===== src/rtl/sha_pkg.sv =====
// Package with the SHA-256 constants, round functions and shared types.
`default_nettype none
package sha_pkg;

	typedef logic [0:7][31:0] hash_t;

	typedef enum logic [2:0] {
		ST_IDLE,
		ST_COMP,
		ST_PAD_ZERO,
		ST_PAD_LEN,
		ST_EMIT
	} state_t;

	typedef struct packed {
		logic       push;
		logic       push_word;
		logic [7:0] byte_val;
		logic       start;
		logic       init;
	} comp_ctrl_t;

	localparam hash_t INIT_H = hash_t'{
		32'h6a09e667, 32'hbb67ae85, 32'h3c6ef372, 32'ha54ff53a,
		32'h510e527f, 32'h9b05688c, 32'h1f83d9ab, 32'h5be0cd19};

	localparam logic [5:0] LENGTH_MARK = 6'd56;
	localparam logic [5:0] LAST_SLOT = 6'd63;
	localparam logic [5:0] LAST_ROUND = 6'd63;
	localparam logic [7:0] PAD_BYTE = 8'h80;
	localparam logic [1:0] LAST_INDEX = 2'd3;

	function automatic logic [31:0] rotr(input logic [31:0] x, input int unsigned n);
		rotr = (x >> n) | (x << (32 - n));
	endfunction

	function automatic logic [31:0] big_sigma0(input logic [31:0] x);
		big_sigma0 = rotr(x, 2) ^ rotr(x, 13) ^ rotr(x, 22);
	endfunction

	function automatic logic [31:0] big_sigma1(input logic [31:0] x);
		big_sigma1 = rotr(x, 6) ^ rotr(x, 11) ^ rotr(x, 25);
	endfunction

	function automatic logic [31:0] small_sigma0(input logic [31:0] x);
		small_sigma0 = rotr(x, 7) ^ rotr(x, 18) ^ (x >> 3);
	endfunction

	function automatic logic [31:0] small_sigma1(input logic [31:0] x);
		small_sigma1 = rotr(x, 17) ^ rotr(x, 19) ^ (x >> 10);
	endfunction

	function automatic logic [31:0] round_k(input logic [5:0] i);
		case (i)
			6'd0:  round_k = 32'h428a2f98;
			6'd1:  round_k = 32'h71374491;
			6'd2:  round_k = 32'hb5c0fbcf;
			6'd3:  round_k = 32'he9b5dba5;
			6'd4:  round_k = 32'h3956c25b;
			6'd5:  round_k = 32'h59f111f1;
			6'd6:  round_k = 32'h923f82a4;
			6'd7:  round_k = 32'hab1c5ed5;
			6'd8:  round_k = 32'hd807aa98;
			6'd9:  round_k = 32'h12835b01;
			6'd10: round_k = 32'h243185be;
			6'd11: round_k = 32'h550c7dc3;
			6'd12: round_k = 32'h72be5d74;
			6'd13: round_k = 32'h80deb1fe;
			6'd14: round_k = 32'h9bdc06a7;
			6'd15: round_k = 32'hc19bf174;
			6'd16: round_k = 32'he49b69c1;
			6'd17: round_k = 32'hefbe4786;
			6'd18: round_k = 32'h0fc19dc6;
			6'd19: round_k = 32'h240ca1cc;
			6'd20: round_k = 32'h2de92c6f;
			6'd21: round_k = 32'h4a7484aa;
			6'd22: round_k = 32'h5cb0a9dc;
			6'd23: round_k = 32'h76f988da;
			6'd24: round_k = 32'h983e5152;
			6'd25: round_k = 32'ha831c66d;
			6'd26: round_k = 32'hb00327c8;
			6'd27: round_k = 32'hbf597fc7;
			6'd28: round_k = 32'hc6e00bf3;
			6'd29: round_k = 32'hd5a79147;
			6'd30: round_k = 32'h06ca6351;
			6'd31: round_k = 32'h14292967;
			6'd32: round_k = 32'h27b70a85;
			6'd33: round_k = 32'h2e1b2138;
			6'd34: round_k = 32'h4d2c6dfc;
			6'd35: round_k = 32'h53380d13;
			6'd36: round_k = 32'h650a7354;
			6'd37: round_k = 32'h766a0abb;
			6'd38: round_k = 32'h81c2c92e;
			6'd39: round_k = 32'h92722c85;
			6'd40: round_k = 32'ha2bfe8a1;
			6'd41: round_k = 32'ha81a664b;
			6'd42: round_k = 32'hc24b8b70;
			6'd43: round_k = 32'hc76c51a3;
			6'd44: round_k = 32'hd192e819;
			6'd45: round_k = 32'hd6990624;
			6'd46: round_k = 32'hf40e3585;
			6'd47: round_k = 32'h106aa070;
			6'd48: round_k = 32'h19a4c116;
			6'd49: round_k = 32'h1e376c08;
			6'd50: round_k = 32'h2748774c;
			6'd51: round_k = 32'h34b0bcb5;
			6'd52: round_k = 32'h391c0cb3;
			6'd53: round_k = 32'h4ed8aa4a;
			6'd54: round_k = 32'h5b9cca4f;
			6'd55: round_k = 32'h682e6ff3;
			6'd56: round_k = 32'h748f82ee;
			6'd57: round_k = 32'h78a5636f;
			6'd58: round_k = 32'h84c87814;
			6'd59: round_k = 32'h8cc70208;
			6'd60: round_k = 32'h90befffa;
			6'd61: round_k = 32'ha4506ceb;
			6'd62: round_k = 32'hbef9a3f7;
			6'd63: round_k = 32'hc67178f2;
			default: round_k = 32'h0;
		endcase
	endfunction

endpackage
`default_nettype wire


===== src/rtl/sha_in_if.sv =====
// Input channel: one message byte or a finish request per transaction.
`default_nettype none
interface sha_in_if;
	logic       valid;
	logic       ready;
	logic       kind;
	logic [7:0] data_byte;

	modport source (output valid, output kind, output data_byte, input ready);
	modport sink (input valid, input kind, input data_byte, output ready);
endinterface
`default_nettype wire


===== src/rtl/sha_out_if.sv =====
// Output channel: one 64-bit quarter of the digest per transaction.
`default_nettype none
interface sha_out_if;
	logic        valid;
	logic        ready;
	logic [63:0] digest_word;
	logic [1:0]  word_index;
	logic        last_word;
	logic        length_overflow;

	modport source (output valid, output digest_word, output word_index,
		output last_word, output length_overflow, input ready);
	modport sink (input valid, input digest_word, input word_index,
		input last_word, input length_overflow, output ready);
endinterface
`default_nettype wire


===== src/rtl/sha_comp.sv =====
// Compression unit: schedule window, one SHA-256 round per cycle, chaining words.
`default_nettype none
module sha_comp (
	input  wire logic               clk,
	input  wire logic               arst_n,
	input  wire sha_pkg::comp_ctrl_t ctrl,
	output logic                    done,
	output sha_pkg::hash_t          h
);
	import sha_pkg::*;

	logic [23:0] stage_q;
	logic [31:0] w_q [16];
	logic [31:0] v_q [8];
	hash_t       h_q;
	logic [5:0]  rnd_q;
	logic        running_q;
	logic        fin_q;

	logic [31:0] t1;
	logic [31:0] t2;
	logic [31:0] ch;
	logic [31:0] maj;
	logic [31:0] w_new;

	always_comb begin
		ch = (v_q[4] & v_q[5]) ^ (~v_q[4] & v_q[6]);
		maj = (v_q[0] & v_q[1]) ^ (v_q[0] & v_q[2]) ^ (v_q[1] & v_q[2]);
		t1 = v_q[7] + big_sigma1(v_q[4]) + ch + round_k(rnd_q) + w_q[0];
		t2 = big_sigma0(v_q[0]) + maj;
		// The window always holds w[t..t+15], so the next word is formed in place.
		w_new = small_sigma1(w_q[14]) + w_q[9] + small_sigma0(w_q[1]) + w_q[0];
	end

	always_ff @(posedge clk) begin
		if (ctrl.push) begin
			if (ctrl.push_word) begin
				for (int i = 0; i < 15; i++) begin
					w_q[i] <= w_q[i + 1];
				end
				w_q[15] <= {stage_q, ctrl.byte_val};
			end else begin
				stage_q <= {stage_q[15:0], ctrl.byte_val};
			end
		end else if (running_q) begin
			for (int i = 0; i < 15; i++) begin
				w_q[i] <= w_q[i + 1];
			end
			w_q[15] <= w_new;
		end
		if (ctrl.start) begin
			for (int i = 0; i < 8; i++) begin
				v_q[i] <= h_q[i];
			end
		end else if (running_q) begin
			v_q[7] <= v_q[6];
			v_q[6] <= v_q[5];
			v_q[5] <= v_q[4];
			v_q[4] <= v_q[3] + t1;
			v_q[3] <= v_q[2];
			v_q[2] <= v_q[1];
			v_q[1] <= v_q[0];
			v_q[0] <= t1 + t2;
		end
	end

	always_ff @(posedge clk or negedge arst_n) begin
		if (!arst_n) begin
			h_q       <= INIT_H;
			rnd_q     <= '0;
			running_q <= 1'b0;
			fin_q     <= 1'b0;
		end else begin
			fin_q <= 1'b0;
			if (ctrl.start) begin
				running_q <= 1'b1;
				rnd_q     <= '0;
			end else if (running_q) begin
				rnd_q <= rnd_q + 6'd1;
				if (rnd_q == LAST_ROUND) begin
					running_q <= 1'b0;
					fin_q     <= 1'b1;
				end
			end
			if (ctrl.init) begin
				h_q <= INIT_H;
			end else if (fin_q) begin
				for (int i = 0; i < 8; i++) begin
					h_q[i] <= h_q[i] + v_q[i];
				end
			end
		end
	end

	assign done = fin_q;
	assign h    = h_q;

endmodule
`default_nettype wire


===== src/rtl/sha256_stream_hasher.sv =====
// SHA-256 over a byte stream: top level with the sequencer and the digest register.
//
// The msg channel carries one transaction per message byte (kind 0) or a
// finish request (kind 1). The digest channel returns four transactions per
// finish, the 64-bit quarters of the digest, most significant first, with
// last_word set on the fourth and length_overflow on all four.
// A byte is taken whenever the channel is ready, which it is only while idle.
// The byte that completes a 64-byte block starts the compression: 64 rounds
// on one shared round unit, one round per cycle, plus a fold of the result
// into the chaining words, and the channel is not ready again until that fold.
// A finish writes the pad byte, zeros and the bit length one byte per cycle,
// apart from the compressions that stall it, and runs one or two compressions.
// The four words leave one per cycle from an output register; a stalled
// receiver holds the sequencer in the emit phase until each word is taken.
// After the last word has been loaded the block starts a new message with the
// initial hash values.
// Reset puts the chaining words to the initial hash values and clears the
// byte count, the length flag and all control state.
`default_nettype none
module sha256_stream_hasher (
	input  wire logic clk,
	input  wire logic arst_n,
	sha_in_if.sink    msg,
	sha_out_if.source digest
);
	import sha_pkg::*;

	state_t      state_q;
	state_t      state_d;
	state_t      ret_q;
	state_t      ret_d;
	logic        ret_we;

	logic [5:0]  fill_q;
	logic [60:0] msg_q;
	logic        ovf_q;
	logic        wrap_q;
	logic [63:0] len_q;
	logic [1:0]  idx_q;

	logic        out_valid_q;
	logic [63:0] out_word_q;
	logic [1:0]  out_idx_q;
	logic        out_ovf_q;

	comp_ctrl_t  ctrl;
	logic        comp_done;
	hash_t       h;

	logic        msg_inc;
	logic        ovf_set;
	logic        fin_load;
	logic        len_shift;
	logic        emit_load;
	logic        msg_clear;

	sha_comp u_comp (
		.clk    (clk),
		.arst_n (arst_n),
		.ctrl   (ctrl),
		.done   (comp_done),
		.h      (h)
	);

	always_comb begin
		state_d   = state_q;
		ret_d     = ret_q;
		ret_we    = 1'b0;
		ctrl      = '0;
		msg.ready = 1'b0;
		msg_inc   = 1'b0;
		ovf_set   = 1'b0;
		fin_load  = 1'b0;
		len_shift = 1'b0;
		emit_load = 1'b0;
		msg_clear = 1'b0;
		ctrl.push_word = (fill_q[1:0] == 2'b11);
		case (state_q)
			ST_IDLE: begin
				msg.ready = 1'b1;
				if (msg.valid) begin
					if (!msg.kind) begin
						if (&msg_q) begin
							ovf_set = 1'b1;
						end else begin
							ctrl.push     = 1'b1;
							ctrl.byte_val = msg.data_byte;
							msg_inc       = 1'b1;
							if (fill_q == LAST_SLOT) begin
								ctrl.start = 1'b1;
								ret_d      = ST_IDLE;
								ret_we     = 1'b1;
								state_d    = ST_COMP;
							end
						end
					end else begin
						ctrl.push     = 1'b1;
						ctrl.byte_val = PAD_BYTE;
						fin_load      = 1'b1;
						state_d       = ST_PAD_ZERO;
						if (fill_q == LAST_SLOT) begin
							ctrl.start = 1'b1;
							ret_d      = ST_PAD_ZERO;
							ret_we     = 1'b1;
							state_d    = ST_COMP;
						end
					end
				end
			end
			ST_PAD_ZERO: begin
				if (!wrap_q && fill_q == LENGTH_MARK) begin
					state_d = ST_PAD_LEN;
				end else begin
					ctrl.push     = 1'b1;
					ctrl.byte_val = 8'h00;
					if (fill_q == LAST_SLOT) begin
						ctrl.start = 1'b1;
						ret_d      = ST_PAD_ZERO;
						ret_we     = 1'b1;
						state_d    = ST_COMP;
					end
				end
			end
			ST_PAD_LEN: begin
				ctrl.push     = 1'b1;
				ctrl.byte_val = len_q[63:56];
				len_shift     = 1'b1;
				if (fill_q == LAST_SLOT) begin
					ctrl.start = 1'b1;
					ret_d      = ST_EMIT;
					ret_we     = 1'b1;
					state_d    = ST_COMP;
				end
			end
			ST_COMP: begin
				if (comp_done) begin
					state_d = ret_q;
				end
			end
			ST_EMIT: begin
				if (!out_valid_q || digest.ready) begin
					emit_load = 1'b1;
					if (idx_q == LAST_INDEX) begin
						ctrl.init = 1'b1;
						msg_clear = 1'b1;
						state_d   = ST_IDLE;
					end
				end
			end
			default: begin
				state_d = ST_IDLE;
			end
		endcase
	end

	always_ff @(posedge clk or negedge arst_n) begin
		if (!arst_n) begin
			state_q     <= ST_IDLE;
			ret_q       <= ST_IDLE;
			fill_q      <= '0;
			msg_q       <= '0;
			ovf_q       <= 1'b0;
			wrap_q      <= 1'b0;
			idx_q       <= '0;
			out_valid_q <= 1'b0;
		end else begin
			state_q <= state_d;
			if (ret_we) begin
				ret_q <= ret_d;
			end
			if (ctrl.push) begin
				fill_q <= fill_q + 6'd1;
			end
			if (msg_clear) begin
				msg_q <= '0;
				ovf_q <= 1'b0;
			end else begin
				if (msg_inc) begin
					msg_q <= msg_q + 61'd1;
				end
				if (ovf_set) begin
					ovf_q <= 1'b1;
				end
			end
			// A finish whose pad byte lands in the length field spills into one more block.
			if (ctrl.start) begin
				wrap_q <= 1'b0;
			end else if (fin_load) begin
				wrap_q <= (fill_q >= LENGTH_MARK);
			end
			if (emit_load) begin
				idx_q       <= idx_q + 2'd1;
				out_valid_q <= 1'b1;
			end else if (digest.ready) begin
				out_valid_q <= 1'b0;
			end
		end
	end

	always_ff @(posedge clk) begin
		if (fin_load) begin
			len_q <= {msg_q, 3'b000};
		end else if (len_shift) begin
			len_q <= {len_q[55:0], 8'h00};
		end
		if (emit_load) begin
			out_word_q <= {h[{idx_q, 1'b0}], h[{idx_q, 1'b1}]};
			out_idx_q  <= idx_q;
			out_ovf_q  <= ovf_q;
		end
	end

	assign digest.valid           = out_valid_q;
	assign digest.digest_word     = out_word_q;
	assign digest.word_index      = out_idx_q;
	assign digest.last_word       = (out_idx_q == LAST_INDEX);
	assign digest.length_overflow = out_ovf_q;

endmodule
`default_nettype wire

===== src/flat_wrapper.sv =====
// flat-port wrapper written by rule: the top's interface ports become plain ports
module sha256_stream_hasher_flat import sha_pkg::*;
  (clk, arst_n, msg_valid, msg_kind, msg_data_byte, msg_ready, digest_valid, digest_digest_word, digest_word_index, digest_last_word, digest_length_overflow, digest_ready);
  sha_in_if msg_i ();
  sha_out_if digest_i ();
  input  wire logic clk;
  input  wire logic arst_n;
  input wire logic [$bits(msg_i.valid)-1:0] msg_valid;
  input wire logic [$bits(msg_i.kind)-1:0] msg_kind;
  input wire logic [$bits(msg_i.data_byte)-1:0] msg_data_byte;
  output wire logic [$bits(msg_i.ready)-1:0] msg_ready;
  output wire logic [$bits(digest_i.valid)-1:0] digest_valid;
  output wire logic [$bits(digest_i.digest_word)-1:0] digest_digest_word;
  output wire logic [$bits(digest_i.word_index)-1:0] digest_word_index;
  output wire logic [$bits(digest_i.last_word)-1:0] digest_last_word;
  output wire logic [$bits(digest_i.length_overflow)-1:0] digest_length_overflow;
  input wire logic [$bits(digest_i.ready)-1:0] digest_ready;
  assign msg_i.valid = msg_valid;
  assign msg_i.kind = msg_kind;
  assign msg_i.data_byte = msg_data_byte;
  assign msg_ready = msg_i.ready;
  assign digest_valid = digest_i.valid;
  assign digest_digest_word = digest_i.digest_word;
  assign digest_word_index = digest_i.word_index;
  assign digest_last_word = digest_i.last_word;
  assign digest_length_overflow = digest_i.length_overflow;
  assign digest_i.ready = digest_ready;
  sha256_stream_hasher u_core (.clk(clk), .arst_n(arst_n), .msg(msg_i), .digest(digest_i));
endmodule

===== config.mk =====
export PLATFORM = sky130hd
export DESIGN_NAME = sha256_stream_hasher_flat
export DESIGN_NICKNAME = d
export VERILOG_FILES = /design/src/rtl/sha_pkg.sv /design/src/rtl/sha_in_if.sv /design/src/rtl/sha_out_if.sv /design/src/rtl/sha_comp.sv /design/src/rtl/sha256_stream_hasher.sv /design/src/flat_wrapper.sv
export SDC_FILE = /design/constraint.sdc
export NUM_CORES = 2
export LEC_CHECK = 0
export BUFFER_PORTS_ARGS = -buffer_cell sky130_fd_sc_hd__clkbuf_2
export CAP_MARGIN = 10
export CORE_UTILIZATION = 64
export CTS_BUF_LIST = sky130_fd_sc_hd__clkbuf_16
export DETAILED_ROUTE_END_ITERATION = 8
export PLACE_DENSITY_LB_ADDON = 0.3
export SETUP_SLACK_MARGIN = 0.4
export SLEW_MARGIN = 10
export SYNTH_ARGS = -nofsm -noshare
export SYNTH_HDL_FRONTEND = slang
export SYNTH_SLANG_ARGS = --single-unit

===== constraint.sdc =====
create_clock -name clk -period 58.2 [get_ports clk]
set_clock_uncertainty 0.15 [all_clocks]
set_input_delay 8.73 -clock clk [delete_from_list [all_inputs] [get_ports clk]]
set_output_delay 8.73 -clock clk [all_outputs]
set_load 0.01 [all_outputs]

**Word-level counts from Yosys, hierarchy flattened**

Memory sizes are Yosys's and may differ from the RTL's.
Index checks and enable logic that the tools add are counted.

- Add/sub/neg operators: 22
- Magnitude comparators: 3
- Equal/unequal tests: 18
- Multiplexer cells: 111
- Bitwise operators: 54
- Reduce and logical (&&, ||, !) cells: 17

Operators by type and width:

| cell | count |
|---|---|
| $mux W32 | 28 |
| $add A32 B32 Y32 | 18 |
| $mux W256 | 2 |
| $xor A32 B32 Y32 | 9 |
| $bmux W32 S3 | 2 |
| $and A32 B32 Y32 | 5 |
| $mux W64 | 2 |
| $mux W61 | 2 |
| $add A61 B1 Y61 const B | 1 |
| $reduce_and A61 Y1 | 1 |
| $mux W1 | 49 |
| $mux W3 | 15 |
| $not A32 Y32 | 1 |
| $or A10 B32 Y32 | 1 |
| $or A13 B32 Y32 | 1 |
| $or A14 B32 Y32 | 1 |
| $or A15 B32 Y32 | 1 |
| $or A19 B32 Y32 | 1 |
| $or A21 B32 Y32 | 1 |
| $or A25 B32 Y32 | 1 |
| $or A26 B32 Y32 | 1 |
| $or A30 B32 Y32 | 1 |
| $or A7 B32 Y32 | 1 |
| $xor A32 B22 Y32 | 1 |
| 33 further kinds | 79 |

- Register bits after elaboration: 494
- RAM bits: 768
- Memory bits (read-only): 2048
- Bits of input ports: 13
- Output and inout port bits: 70
- Word-level logic and storage cells: 252
- Memories: 3

Memories:

| name | depth | bits a word | read ports | clocked after Yosys merged registers in | write ports | line | RTL |
|---|---|---|---|---|---|---|---|
| (no name shown) | 64 | 32 | 1 | 0 | 0 | sha_pkg.sv:54 | `case (i)` |
| u_core.u_comp.w_q | 16 | 32 | 16 | 0 | 16 | sha_comp.sv:13 | `logic [31:0] w_q [16];` |
| u_core.u_comp.v_q | 8 | 32 | 8 | 0 | 8 | sha_comp.sv:14 | `logic [31:0] v_q [8];` |

**Depth between registers and ports, before layout**

An unclocked memory read counts as a cell.

- Depth in word-level cells: 10
- Depth in mapped cells: 40
- Gate-level depth less buffers: 38

**Cells and area by module**

From an unflattened synthesis, not the netlist that was laid out.

- Cells, all modules: 7107
- Area, all modules: 76296.9 um^2

By module, submodules not included:

| module | instances | cells each | area an instance (um^2) | seq. area each (um^2) |
|---|---|---|---|---|
| sha_comp | 1 | 6323 | 65770.6 | 30559.3 |
| sha256_stream_hasher | 1 | 784 | 10526.3 | 5795.6 |

**Least setup slack after synthesis**

OpenSTA, ideal clock, no wires.

- Path kind: input-to-reg
- Start: input port msg_kind
- End: memory u_core.u_comp.w_q[0][0], enable pin
- Setup time: 1455 ps
- Data arrival time: 31623 ps
- Data required time: 56595 ps
- Setup slack: 24971 ps
- Stages on the path: 4
- Buffers on the path: 1
- Cell sequence: clkbuf_1 -> nor2_1 -> o21ai_2 -> o21ai_1

RTL lines:

| item | line | RTL |
|---|---|---|
| start: declaration | flat_wrapper.sv:9 | `input wire logic [$bits(msg_i.kind)-1:0] msg_kind;` |
| end: declaration | sha_comp.sv:13 |  |

==> summary.txt <==
# port buffers: 82
area leader, netlist: edfxtp_1
fin crit share: 21.6%
DR iter-0 viols: 6089
number of detailed-route iterations in the first pass: 7
hpwl dp: 150000 um
final hold violation count: 0
worst reg2reg startpoint: u_core.u_comp.rnd_q[5]
R2R Setup Slk: 46700 ps
Yosys reg bits: 1262
worst skew pair latency: 790 ps
maxcap violations: 0
critical path's top delay family: buffers and inverters
min-delay src: u_core.u_comp.w_q[0][193]
Area contributors post-synth: edfxtp_1 37%, dfrtp_1 6.8%, ha_1 6.6%
crit path from: msg_valid
Final setup viols: 0
Yosys top cell area share: 36.7%
final net count: 7281
IO Count: 83
register area share after synthesis: 48.3%
WS Path Type: primary input to flip-flop
row cnt: 125
top-count cell post-synth: edfxtp_1
share of cells above drive strength 1: 8.84%
main flop type after synthesis: edfxtp_1
Max clock buf depth: 3
unrepaired setup endpoints after global routing: no
top post-synthesis cells by count: 920 x edfxtp_1, 616 x nand2_1, 481 x nor2_1
largest net degree at the start of global routing: 183
Synth async-reset ratio: 27.1%
setup TNS: 0 ps
crit end category: flip-flop
Max-Slew Margin vs Limit: 19.9%
Avg WL per Cell: 25.3 um
core area: 116000 um2
Startpoint Class: primary input
Slew @ Worst Pin: 1190 ps
synthesized area: 75300 um2
status: completed
critical path fanouts, max: 177
CP max-delay cell: buf_4
Max Fclk: 79.5 MHz
Layout area overhead: 8.09%
Routed WL: 210000 um
Hold Path Class: flip-flop to flip-flop
DRT antenna net count: 0
Critical Path RT: 58430 ps
initial cell density of the core: 64.7%
Worst Path Arrival: 12810 ps
hold_buf cts: 0
Die X: 345 um
Tmin final: 12580 ps
clock sink count: 1262
via count: 54202
CP max stage delay: 940 ps
Die ar.: 119000 um2
post-CTS resize count: 0
global placement routability congestion: 1.01
postcts setup bufs: 0
Clock transition at path regs: 60 ps
worst path bufs/invs: 4
DRC viols: 0
Syn. warnings: 0
Distinct cells, synth: 93
GRT Util Overall: 35.7%
cts bufs inserted: 135
crit-path cells: clkbuf_2 -> nand2_1 -> o21ai_2 -> nand2_1 -> o21ai_4 -> buf_4 -> buf_12 -> buf_4
syn_nets: 7295
initial antenna violation count: 4
ant diodes: 0
H-tree Lvls: 4
vias per cell: 6.52
global-route wire length before repair: 317000 um
global-route congestion overflow total: 0
CTS Root Cell: clkbuf_16
vias in the first global route: 52335
syn_area_per_cell: 11.3 um2
Die Ht: 345 um
number of synthesized flops with an enable pin: 920
max-slew violations: 0
CTS tree: done
Gate Count Post-Synth: 6690
## logic make-up after synthesis
| group | count (synthesis) | synth area share [%] |
|---|---|---|
| flip-flops | 1262 | 48.3 |
| AND/OR/NAND/NOR | 1669 | 10.1 |
| buffers and inverters | 606 | 3.24 |
| XOR/XNOR | 601 | 6.99 |
| multiplexers | 374 | 6.46 |
| AO/OA/AOI/OAI | 1582 | 13.1 |
| adder cells (fa/ha/maj) | 596 | 11.8 |
## area by class of cell
type                    instances  area [um2]
fillers                      8194       35000
clock inverters               112         960
clock buffers                 138        3450
flip-flops and latches       1262       36400
well taps                    1524        1910
repair buffers                140         931
multi-input cells            4822       36600
inverters                     315        1190
## final timing paths
check	endpoint	cells after the start
worst min-delay path	u_core.u_comp.w_q[0][161]	0
min in group asynchronous	u_core.u_comp.h[162]	1
worst max register to register	u_core.u_comp.v_q[0][31]	36
worst max-delay path	u_core.u_comp.w_q[0][204]	8
worst min register to register	u_core.u_comp.w_q[0][161]	0
max in group asynchronous	u_core.u_comp.h[125]	3
## routing by layer
layer | global-route usage, % | routed length (um) | share of wire (%)
met5 | 0 | 13 | 0.0062
met4 | 17.8 | 11700 | 5.6
met3 | 6.29 | 20200 | 9.6
met2 | 55.8 | 96600 | 46
met1 | 48.4 | 81600 | 39
## metrics by stage
step / cell area, um2 / setup WS (ps) / std cells / util (%) / hold slack, ps
4_1_cts: 81400 / 45710 / 8313 / 69.9 / 219
3_3_place_gp: 77000 / 44980 / 8063 / 66.1 / 250
2_1_floorplan: 75300 / 24970 / 6690 / - / 250
3_5_place_dp: 77000 / 44870 / 8063 / 66.1 / 255
5_1_grt: 81400 / 45370 / 8313 / 69.9 / 232
6_report: 81400 / 45620 / 8313 / 69.9 / 223
## state kept, by name, indices dropped and copies added, names as in the netlist
register and count:
u_core.u_comp.w_q 512, u_core.u_comp.h 256, u_core.u_comp.v_q 256, u_core.digest.digest_word 64, u_core.len_q 61, u_core.msg_q 61, u_core.u_comp.stage_q 24, u_core.fill_q 6
u_core.u_comp.rnd_q 6, u_core.ret_q 3, u_core.state_q 3, u_core.digest.word_index 2, u_core.idx_q 2, u_core.digest.length_overflow 1, u_core.digest.valid 1, u_core.ovf_q 1
u_core.u_comp.done 1, u_core.u_comp.running_q 1, u_core.wrap_q 1
## layout by cell type (no fill, tap or decap), types with 92 or more instances in the layout
| master | Yosys | layout |
|---|---|---|
| a21oi_1 | 433 | 433 |
| dfstp_2 | 136 | 136 |
| inv_1 | 310 | 344 |
| clkbuf_16 | 0 | 138 |
| fa_1 | 195 | 195 |
| o21ai_1 | 194 | 193 |
| xor2_1 | 172 | 172 |
| nand3_1 | 117 | 115 |
| o21ai_0 | 280 | 280 |
| nor3_1 | 94 | 94 |
| nor2_1 | 481 | 479 |
| edfxtp_1 | 920 | 920 |
| xnor2_1 | 429 | 429 |
| ha_1 | 397 | 397 |
| mux2i_1 | 92 | 92 |
| dfrtp_1 | 206 | 200 |
| a21o_1 | 191 | 191 |
| mux2_1 | 191 | 191 |
| nand2_1 | 616 | 614 |
Power is left out: the tool's default activity adds up to more than one toggle a clock period on the data nets, which glitch-free logic cannot reach.
